## src/design/amfq_pkg.sv

```systemverilog
// Package for the aging frame descriptor queue.
// Holds the entry record, operation, status and register codes and reset values.
// Standalone; used by aging_mac_frame_queue.
`default_nettype none

package amfq_pkg;

   localparam int CAPACITY_DEF = 16;

   localparam int OP_W   = 3;
   localparam int TICK_W = 32;
   localparam int HDL_W  = 16;
   localparam int TID_W  = 4;
   localparam int ADDR_W = 48;
   localparam int STAT_W = 2;
   localparam int CNT5_W = 5;

   localparam logic [OP_W-1:0] OP_ENQUEUE    = 3'd0;
   localparam logic [OP_W-1:0] OP_PUSH_FRONT = 3'd1;
   localparam logic [OP_W-1:0] OP_DEQUEUE    = 3'd2;
   localparam logic [OP_W-1:0] OP_MATCH_DEQ  = 3'd3;
   localparam logic [OP_W-1:0] OP_MATCH_PEEK = 3'd4;
   localparam logic [OP_W-1:0] OP_MATCH_CNT  = 3'd5;
   localparam logic [OP_W-1:0] OP_PEEK       = 3'd6;

   localparam logic [STAT_W-1:0] STATUS_OK     = 2'd0;
   localparam logic [STAT_W-1:0] STATUS_NONE   = 2'd1;
   localparam logic [STAT_W-1:0] STATUS_REJECT = 2'd2;

   localparam logic [1:0] CSR_MAX_DELAY   = 2'd0;
   localparam logic [1:0] CSR_DROP_OLDEST = 2'd1;
   localparam logic [1:0] CSR_QUEUE_LIMIT = 2'd2;

   localparam logic [TICK_W-1:0] MAX_DELAY_RST   = 32'd500000;
   localparam logic [CNT5_W-1:0] QUEUE_LIMIT_RST = 5'd16;

   typedef struct packed {
      logic [HDL_W-1:0]  handle;
      logic [ADDR_W-1:0] rx;
      logic [ADDR_W-1:0] tx;
      logic [TID_W-1:0]  tid;
      logic              qos;
      logic [TICK_W-1:0] stamp;
   } entry_type;

endpackage

`default_nettype wire

```

## src/design/aging_mac_frame_queue.sv

```systemverilog
// Aging frame descriptor queue: ordered entries with lifetime drop.
// Uses amfq_pkg for the entry record and all codes.
`default_nettype none

// Operations are taken on start when busy is low; one result beat comes back
// on rsp_valid for one cycle and cannot be held off. Entries sit compacted in a
// single-port-write memory with a registered read, head at address 0. A single
// sequencer walks it: each entry visited takes a read, then a stale/match
// check, each entry moved while closing a gap or opening the head takes a
// read and a write, and each removal ends with one more check step. The
// worst case is a scan that finds every entry stale, compacting after each.
module aging_mac_frame_queue
   import amfq_pkg::*;
#(
   parameter int CAPACITY = CAPACITY_DEF
) (
   input  wire logic               clock,
   input  wire logic               reset,
   input  wire logic               start,
   output      logic               busy,
   input  wire logic [OP_W-1:0]    req_operation,
   input  wire logic [TICK_W-1:0]  req_now_tick,
   input  wire logic [HDL_W-1:0]   req_packet_handle,
   input  wire logic [TID_W-1:0]   req_traffic_id,
   input  wire logic               req_qos_flag,
   input  wire logic [ADDR_W-1:0]  req_receiver_addr,
   input  wire logic [ADDR_W-1:0]  req_transmitter_addr,
   input  wire logic               req_address_select,
   input  wire logic [ADDR_W-1:0]  req_match_addr,
   output      logic               rsp_valid,
   output      logic [STAT_W-1:0]  rsp_status,
   output      logic [HDL_W-1:0]   rsp_out_handle,
   output      logic [TID_W-1:0]   rsp_out_tid,
   output      logic               rsp_out_qos,
   output      logic [ADDR_W-1:0]  rsp_out_receiver,
   output      logic [CNT5_W-1:0]  rsp_match_count,
   output      logic [CNT5_W-1:0]  rsp_expired_dropped,
   output      logic               rsp_evicted_head,
   output      logic [CNT5_W-1:0]  rsp_occupancy,
   input  wire logic               csr_we,
   input  wire logic [1:0]         csr_index,
   input  wire logic [TICK_W-1:0]  csr_wdata
);

   localparam int IW = (CAPACITY > 1) ? $clog2(CAPACITY) : 1;
   localparam int CW = $clog2(CAPACITY + 1);
   localparam int LW = (CW > CNT5_W) ? CW : CNT5_W;

   localparam logic [3:0] S_IDLE       = 4'd0;
   localparam logic [3:0] S_RD         = 4'd1;
   localparam logic [3:0] S_EV         = 4'd2;
   localparam logic [3:0] S_SH_RD      = 4'd3;
   localparam logic [3:0] S_SH_WR      = 4'd4;
   localparam logic [3:0] S_POST_STALE = 4'd5;
   localparam logic [3:0] S_POST_EVICT = 4'd6;
   localparam logic [3:0] S_INS_RD     = 4'd7;
   localparam logic [3:0] S_INS_WR     = 4'd8;
   localparam logic [3:0] S_INS_PUT    = 4'd9;
   localparam logic [3:0] S_DONE       = 4'd10;

   localparam logic [1:0] RET_SCAN   = 2'd0;
   localparam logic [1:0] RET_STALE  = 2'd1;
   localparam logic [1:0] RET_EVICT  = 2'd2;
   localparam logic [1:0] RET_FINISH = 2'd3;

   entry_type mem [CAPACITY];
   entry_type rd_data_ff;
   logic [IW-1:0] rd_addr, wr_addr;
   logic          wr_en;
   entry_type     wr_data;

   logic [3:0]         state_ff, state_in;
   logic [1:0]         ret_ff, ret_in;
   logic [OP_W-1:0]    op_ff, op_in;
   logic [CW-1:0]      cnt_ff, cnt_in;
   logic [CW-1:0]      i_ff, i_in;
   logic [CW-1:0]      j_ff, j_in;
   logic [CW-1:0]      mcount_ff, mcount_in;
   logic [CW-1:0]      expired_ff, expired_in;
   logic               evicted_ff, evicted_in;
   logic [STAT_W-1:0]  status_ff, status_in;
   logic [HDL_W-1:0]   o_handle_ff, o_handle_in;
   logic [TID_W-1:0]   o_tid_ff, o_tid_in;
   logic               o_qos_ff, o_qos_in;
   logic [ADDR_W-1:0]  o_rx_ff, o_rx_in;

   logic [TICK_W-1:0]  max_delay_ff;
   logic               drop_oldest_ff;
   logic [CNT5_W-1:0]  queue_limit_ff;

   entry_type          new_ent_ff;
   logic               sel_ff;
   logic [ADDR_W-1:0]  maddr_ff;

   logic               accept;
   logic               stale_w, match_w, full_w, is_ins;
   logic [LW-1:0]      lim_w;
   logic [CW-1:0]      j_inc, i_inc;
   logic [ADDR_W-1:0]  sel_addr;

   assign accept = start && !busy;
   assign busy   = (state_ff != S_IDLE);
   assign j_inc  = CW'(j_ff + 1'b1);
   assign i_inc  = CW'(i_ff + 1'b1);
   assign is_ins = (op_ff == OP_ENQUEUE) || (op_ff == OP_PUSH_FRONT);

   assign stale_w  = TICK_W'(new_ent_ff.stamp - rd_data_ff.stamp) > max_delay_ff;
   assign sel_addr = sel_ff ? rd_data_ff.tx : rd_data_ff.rx;
   assign match_w  = rd_data_ff.qos && (rd_data_ff.tid == new_ent_ff.tid)
                     && (sel_addr == maddr_ff);

   always_comb begin
      lim_w = LW'(queue_limit_ff);
      if (lim_w == '0) lim_w = LW'(1);
      if (lim_w > LW'(CAPACITY)) lim_w = LW'(CAPACITY);
   end
   assign full_w = LW'(cnt_ff) >= lim_w;

   always_ff @(posedge clock) begin
      rd_data_ff <= mem[rd_addr];
      if (wr_en) mem[wr_addr] <= wr_data;
   end

   always_comb begin
      state_in    = state_ff;
      ret_in      = ret_ff;
      op_in       = op_ff;
      cnt_in      = cnt_ff;
      i_in        = i_ff;
      j_in        = j_ff;
      mcount_in   = mcount_ff;
      expired_in  = expired_ff;
      evicted_in  = evicted_ff;
      status_in   = status_ff;
      o_handle_in = o_handle_ff;
      o_tid_in    = o_tid_ff;
      o_qos_in    = o_qos_ff;
      o_rx_in     = o_rx_ff;
      rd_addr     = i_ff[IW-1:0];
      wr_en       = 1'b0;
      wr_addr     = j_ff[IW-1:0];
      wr_data     = rd_data_ff;

      unique case (state_ff)
         S_IDLE: begin
            if (accept) begin
               op_in       = req_operation;
               i_in        = '0;
               mcount_in   = '0;
               expired_in  = '0;
               evicted_in  = 1'b0;
               o_handle_in = '0;
               o_tid_in    = '0;
               o_qos_in    = 1'b0;
               o_rx_in     = '0;
               status_in   = (req_operation == OP_MATCH_CNT) ? STATUS_OK : STATUS_NONE;
               case (req_operation) inside
                  OP_ENQUEUE, OP_PUSH_FRONT: state_in = full_w ? S_RD : S_POST_EVICT;
                  OP_DEQUEUE, OP_MATCH_DEQ, OP_MATCH_PEEK, OP_MATCH_CNT, OP_PEEK:
                     state_in = S_RD;
                  default: state_in = S_DONE;
               endcase
            end
         end
         S_RD: begin
            if (i_ff < cnt_ff) begin
               state_in = S_EV;
            end else begin
               state_in = is_ins ? S_POST_STALE : S_DONE;
            end
         end
         S_EV: begin
            state_in = S_RD;
            i_in     = i_inc;
            if (is_ins) begin
               if (stale_w) begin
                  expired_in = CW'(1);
                  j_in       = i_ff;
                  ret_in     = RET_STALE;
                  state_in   = S_SH_RD;
               end
            end else if (op_ff == OP_PEEK) begin
               if (!stale_w) begin
                  o_handle_in = rd_data_ff.handle;
                  o_tid_in    = rd_data_ff.tid;
                  o_qos_in    = rd_data_ff.qos;
                  o_rx_in     = rd_data_ff.rx;
                  status_in   = STATUS_OK;
                  state_in    = S_DONE;
               end
            end else if (stale_w) begin
               // drop it and look again at the same slot
               expired_in = CW'(expired_ff + 1'b1);
               i_in       = i_ff;
               j_in       = i_ff;
               ret_in     = RET_SCAN;
               state_in   = S_SH_RD;
            end else if (op_ff == OP_DEQUEUE || match_w) begin
               if (op_ff == OP_MATCH_CNT) begin
                  mcount_in = CW'(mcount_ff + 1'b1);
               end else begin
                  o_handle_in = rd_data_ff.handle;
                  o_tid_in    = rd_data_ff.tid;
                  o_qos_in    = rd_data_ff.qos;
                  o_rx_in     = rd_data_ff.rx;
                  status_in   = STATUS_OK;
                  if (op_ff == OP_MATCH_PEEK) begin
                     state_in = S_DONE;
                  end else begin
                     j_in     = i_ff;
                     ret_in   = RET_FINISH;
                     state_in = S_SH_RD;
                  end
               end
            end
         end
         S_SH_RD: begin
            if (j_inc < cnt_ff) begin
               rd_addr  = j_inc[IW-1:0];
               state_in = S_SH_WR;
            end else begin
               cnt_in = CW'(cnt_ff - 1'b1);
               case (ret_ff)
                  RET_SCAN:  state_in = S_RD;
                  RET_STALE: state_in = S_POST_STALE;
                  RET_EVICT: state_in = S_POST_EVICT;
                  default:   state_in = S_DONE;
               endcase
            end
         end
         S_SH_WR: begin
            wr_en    = 1'b1;
            j_in     = j_inc;
            state_in = S_SH_RD;
         end
         S_POST_STALE: begin
            if (full_w && drop_oldest_ff) begin
               evicted_in = 1'b1;
               j_in       = '0;
               ret_in     = RET_EVICT;
               state_in   = S_SH_RD;
            end else begin
               state_in = S_POST_EVICT;
            end
         end
         S_POST_EVICT: begin
            if (full_w) begin
               status_in = STATUS_REJECT;
               state_in  = S_DONE;
            end else begin
               j_in     = cnt_ff;
               state_in = S_INS_RD;
            end
         end
         S_INS_RD: begin
            // push front opens slot 0 by moving entries up from the tail
            if (op_ff == OP_PUSH_FRONT && j_ff != '0) begin
               rd_addr  = IW'(j_ff - 1'b1);
               state_in = S_INS_WR;
            end else begin
               state_in = S_INS_PUT;
            end
         end
         S_INS_WR: begin
            wr_en    = 1'b1;
            j_in     = CW'(j_ff - 1'b1);
            state_in = S_INS_RD;
         end
         S_INS_PUT: begin
            wr_en     = 1'b1;
            wr_data   = new_ent_ff;
            cnt_in    = CW'(cnt_ff + 1'b1);
            status_in = STATUS_OK;
            state_in  = S_DONE;
         end
         S_DONE: begin
            state_in = S_IDLE;
         end
         default: begin
            state_in = S_IDLE;
         end
      endcase
   end

   always_ff @(posedge clock) begin
      if (reset) begin
         state_ff       <= S_IDLE;
         ret_ff         <= RET_SCAN;
         op_ff          <= OP_ENQUEUE;
         cnt_ff         <= '0;
         i_ff           <= '0;
         j_ff           <= '0;
         mcount_ff      <= '0;
         expired_ff     <= '0;
         evicted_ff     <= 1'b0;
         status_ff      <= STATUS_OK;
         max_delay_ff   <= MAX_DELAY_RST;
         drop_oldest_ff <= 1'b0;
         queue_limit_ff <= QUEUE_LIMIT_RST;
      end else begin
         state_ff   <= state_in;
         ret_ff     <= ret_in;
         op_ff      <= op_in;
         cnt_ff     <= cnt_in;
         i_ff       <= i_in;
         j_ff       <= j_in;
         mcount_ff  <= mcount_in;
         expired_ff <= expired_in;
         evicted_ff <= evicted_in;
         status_ff  <= status_in;
         if (csr_we) begin
            unique case (csr_index)
               CSR_MAX_DELAY:   max_delay_ff   <= csr_wdata;
               CSR_DROP_OLDEST: drop_oldest_ff <= csr_wdata[0];
               CSR_QUEUE_LIMIT: queue_limit_ff <= csr_wdata[CNT5_W-1:0];
               default: ;
            endcase
         end
      end
   end

   always_ff @(posedge clock) begin
      o_handle_ff <= o_handle_in;
      o_tid_ff    <= o_tid_in;
      o_qos_ff    <= o_qos_in;
      o_rx_ff     <= o_rx_in;
      if (accept) begin
         new_ent_ff.handle <= req_packet_handle;
         new_ent_ff.rx     <= req_receiver_addr;
         new_ent_ff.tx     <= req_transmitter_addr;
         new_ent_ff.tid    <= req_traffic_id;
         new_ent_ff.qos    <= req_qos_flag;
         new_ent_ff.stamp  <= req_now_tick;
         sel_ff            <= req_address_select;
         maddr_ff          <= req_match_addr;
      end
   end

   assign rsp_valid           = (state_ff == S_DONE);
   assign rsp_status          = status_ff;
   assign rsp_out_handle      = o_handle_ff;
   assign rsp_out_tid         = o_tid_ff;
   assign rsp_out_qos         = o_qos_ff;
   assign rsp_out_receiver    = o_rx_ff;
   assign rsp_match_count     = CNT5_W'(mcount_ff);
   assign rsp_expired_dropped = CNT5_W'(expired_ff);
   assign rsp_evicted_head    = evicted_ff;
   assign rsp_occupancy       = CNT5_W'(cnt_ff);

   a_cnt_bound: assert property (@(posedge clock) disable iff (reset)
      cnt_ff <= CW'(CAPACITY))
      else $error("queue count above capacity");

   a_beat_single: assert property (@(posedge clock) disable iff (reset)
      rsp_valid |=> !rsp_valid && !busy)
      else $error("result beat not followed by idle");

   a_accept_busy: assert property (@(posedge clock) disable iff (reset)
      accept |=> busy)
      else $error("accepted operation did not raise busy");

endmodule

`default_nettype wire
```

## config.mk

```make
export PLATFORM = sky130hd
export DESIGN_NAME = aging_mac_frame_queue
export DESIGN_NICKNAME = d
export VERILOG_FILES = /design/src/design/amfq_pkg.sv /design/src/design/aging_mac_frame_queue.sv
export SDC_FILE = /design/constraint.sdc
export NUM_CORES = 2
export LEC_CHECK = 0
export ABC_CLOCK_PERIOD_IN_PS = 12050
export BUFFER_PORTS_ARGS = -buffer_cell sky130_fd_sc_hd__buf_4
export CORE_UTILIZATION = 56
export CTS_CLUSTER_SIZE = 10
export DETAILED_ROUTE_END_ITERATION = 8
export HOLD_SLACK_MARGIN = 0.06
export PLACE_DENSITY = 0.78
export SLEW_MARGIN = 10
export SYNTH_ARGS = -nofsm -noshare
export SYNTH_HDL_FRONTEND = slang
export SYNTH_SLANG_ARGS = --single-unit
```

## constraint.sdc

```tcl
create_clock -name clock -period 12.05 [get_ports clock]
set_clock_uncertainty 0.05 [all_clocks]
set_input_delay 1.8075 -clock clock [delete_from_list [all_inputs] [get_ports clock]]
set_output_delay 1.8075 -clock clock [all_outputs]
set_load 0.01 [all_outputs]
```

==> impl_metrics.tcl <==
set metrics [dict create \
    status "finished, violations left" \
    violations "DRC" \
    synthXorXnorAreaFrac 0.006278 \
    p_switching_mw 7.281 \
    wl_mm 289.6 \
    fin_total_pwr_mw 26.88 \
    place_inst 8420 \
    crit_arrival_ns 7.63 \
    synthArstFlopShare 0 \
    syn_area_mm2 0.1102 \
    clk_latency_ns 0.95 \
    yosysSeqAreaShare 0.7630 \
    clock-sinks 2875 \
    crit_path_end_kind "flop" \
    yosys.area_share.simple 0.03831 \
    antenna_found_initial 8 \
    ys_types 78 \
    cp-start-kind "flop" \
    cts_tree "built" \
    synth_compound_area_frac 0.03835 \
    synth_top_area_frac 0.7223 \
    layout.cells.non_filler 8958 \
    grt_max_degree 148 \
    cts_root_buf "clkbuf_16" \
    wirelength_met1_mm 100.5 \
    wire_per_inst_um 32.33 \
    p_clk_frac 0.336 \
    grt_first_pass_wirelength_mm 413.6 \
    yosysTopAreaCell "edfxtp_1" \
    htreeDepth 5 \
    final_util 0.6414 \
    wl_met2_mm 139.9 \
    die_h_um 445.6 \
    die_x_um 445.6 \
    drtIter0Drc 8758 \
    synth_fa_ha_area_frac 0.01058 \
    num_io_pins 328 \
    path_clk_slew_ns 0.06 \
    portBuffers 327 \
    rows 162 \
    grt_usage 0.2915 \
    hold_path_class "flop to flop" \
    post_cts_buffers 0 \
    cap_violations 0 \
    worst_path_dominant_cell_family "compound AO/OA/AOI/OAI gates" \
    place_ws_ns 4.987 \
    slowest_delay_ns 1.05 \
    synthMuxAreaShare 0.1270 \
    setup_ws_ns 4.921 \
    initial_utilization 0.5646 \
    syn_to_final_growth_pct 13.60 \
    crit_required_ns 12.55 \
    syn_area_per_cell_um2 19.55 \
    slew_headroom 0.09831 \
    seqPwrFrac 0.491 \
    vdd_drop_max_mv 0.1707 \
    ys_seq_elements 2875 \
    critPathSlowestCell "nor2b_4" \
    antenna_left 0 \
    synth_cells 5637 \
    routed-wl-met3_mm 34.13 \
    final-max-slew-violation-count 0 \
    globalRouteOverflowTotal 0 \
    hold_buffers 0 \
    p_per_area_mw_per_mm2 214.7 \
    synth_edf_count 2651 \
    drc_errors 1 \
    vias 59128 \
    cts_buffers 340 \
    p_leak_nw 41.74 \
    vias_per_cell 6.601 \
    whs_path_depth 2 \
    path_class "flop to flop" \
    min_period_ns 7.129 \
    crit_cells 20 \
    cp_max_fo 42 \
    reg2reg_depth 20 \
    finalSetupViolCount 0 \
    gp_congestion 0.8608 \
    synthTopCellsByArea "edfxtp_1 72%, mux4_2 12%, dfxtp_1 4.1%" \
    nets 6469 \
    p_int_mw 19.60 \
    whs_ns 0.4060 \
    ys.flop_type "edfxtp_1" \
    drt_first_pass_iters 9 \
    drive_gt1_frac 0.2281 \
    highest_layer "met5" \
    cts_resized 0 \
    clk_path_buf_depth 4 \
    ys_top_cells_by_count "2,651 x edfxtp_1, 659 x nand2_1, 596 x mux4_2, 300 x a22oi_1, 224 x dfxtp_1" \
    post-route-period-util 0.5916 \
    first_global_vias 60251 \
    place_area_mm2 0.1157 \
    yosysWarnings 0 \
    coreArea_mm2 0.1952 \
    synth_top_family_by_area "multiplexers" \
    worst-slew-pin-transition_ns 1.344 \
    rsz0062_at_grt "false" \
    yosysMostFrequentCell "edfxtp_1" \
    hold_viol 0 \
    crit_chain "inv_1, ha_1, inv_1, fa_1, a21o_1, nand4_1, a31oi_1, o211a_1, o21ai_0, a21oi_1, mux2_2, nand3_1, ha_1, nand4_1, nor4bb_1, a21boi_0, o2bb2ai_1, o31ai_1, nor2b_4, buf_4" \
    fin_area_mm2 0.1252 \
    dpl.hpwl_mm 144.5 \
    die-area_mm2 0.1986 \
    path_buf_inv 3 \
    tns_ns 0 \
    synth_nets 5968 \
    power.share.switching 0.2708 \
    max_clock_freq_mhz 140.3 \
    combinationalPowerShare 0.174 \
]
==> kinds of logic after synthesis <==
group / after synthesis
AOI/OAI and AO/OA: 614
xor gates and xnor gates: 79
muxes: 653
buffers and inverters: 364
adders and majority gates: 92
and+or+nand+nor: 960
DFF: 2875
==> cell usage in the layout, fill, tap and decap left out, types with 56 or more instances in the layout <==
master / instances
mux4_2: 596
o21ai_0: 68
nor2_1: 58
a21oi_1: 99
and2_1: 69
clkbuf_1: 175
edfxtp_1: 2651
ha_1: 90
inv_1: 84
dfxtp_1: 224
clkbuf_16: 348
mux2i_1: 56
buf_4: 421
nand2_1: 659
a22oi_1: 300
xnor2_1: 61
==> power groups by stage <==
stage | logic [mW] | clock network [mW] | registers (mW)
2_1_floorplan | 3.10 | 0 | 13.2
3_3_place_gp | 4.39 | 0 | 13.3
3_5_place_dp | 4.55 | 0 | 13.4
4_1_cts | 4.63 | 9.09 | 13.2
5_1_grt | 5.02 | 9.45 | 13.2
6_report | 4.67 | 9.02 | 13.2
==> layout make-up <==
cell class / count / area [um2]
Antenna cell: 3 / 7.507
Multi-Input combinational cell: 2398 / 24530
Tap cell: 2624 / 3283
Clock inverter: 9 / 58.81
Sequential cell: 2875 / 84090
Fill cell: 12432 / 70000
Timing Repair Buffer: 437 / 3481
Inverter: 86 / 335.3
Clock buffer: 526 / 9407
==> worst paths after layout <==
check                           startpoint                                 to  slack (ns)
max                new_ent_ff[0]$_DFFE_PP_  rsp_out_receiver[1]$_SDFFCE_PN0P_        4.92
min          max_delay_ff[20]$_SDFFE_PP0P_      max_delay_ff[20]$_SDFFE_PP0P_        0.41
max reg2reg        new_ent_ff[0]$_DFFE_PP_  rsp_out_receiver[1]$_SDFFCE_PN0P_        4.92
min reg2reg  max_delay_ff[20]$_SDFFE_PP0P_      max_delay_ff[20]$_SDFFE_PP0P_        0.41
==> flip-flops by register name (all words and copies together), names as in the netlist, 5 cells and up <==
signal               cells
i_ff                     5
j_ff                     5
rsp_out_handle          16
rsp_occupancy            5
rsp_match_count          5
rsp_out_receiver        48
mem                   2384
maddr_ff                48
new_ent_ff             149
queue_limit_ff           5
rd_data_ff             149
max_delay_ff            32
rsp_expired_dropped      5
==> worst reg2reg max path, cell delays in order (launching register included) <==
cell	delay [ns]
edfxtp_1	0.37
inv_1	0.08
ha_1	0.17
inv_1	0.06
fa_1	0.40
a21o_1	0.19
nand4_1	0.15
a31oi_1	0.21
o211a_1	0.29
o21ai_0	0.41
a21oi_1	0.20
mux2_2	0.26
nand3_1	0.08
ha_1	0.33
nand4_1	0.16
nor4bb_1	0.46
a21boi_0	0.17
o2bb2ai_1	0.21
o31ai_1	0.65
nor2b_4	1.05
buf_4	0.75
==> layer usage <==
layer,GRT usage,vias up
li1,-,23717
met3,0.05617,791
met1,0.3889,30244
met2,0.4680,4368
met5,0,-
met4,0.1359,8
Note: power is estimated with default switching activity, not from simulation.
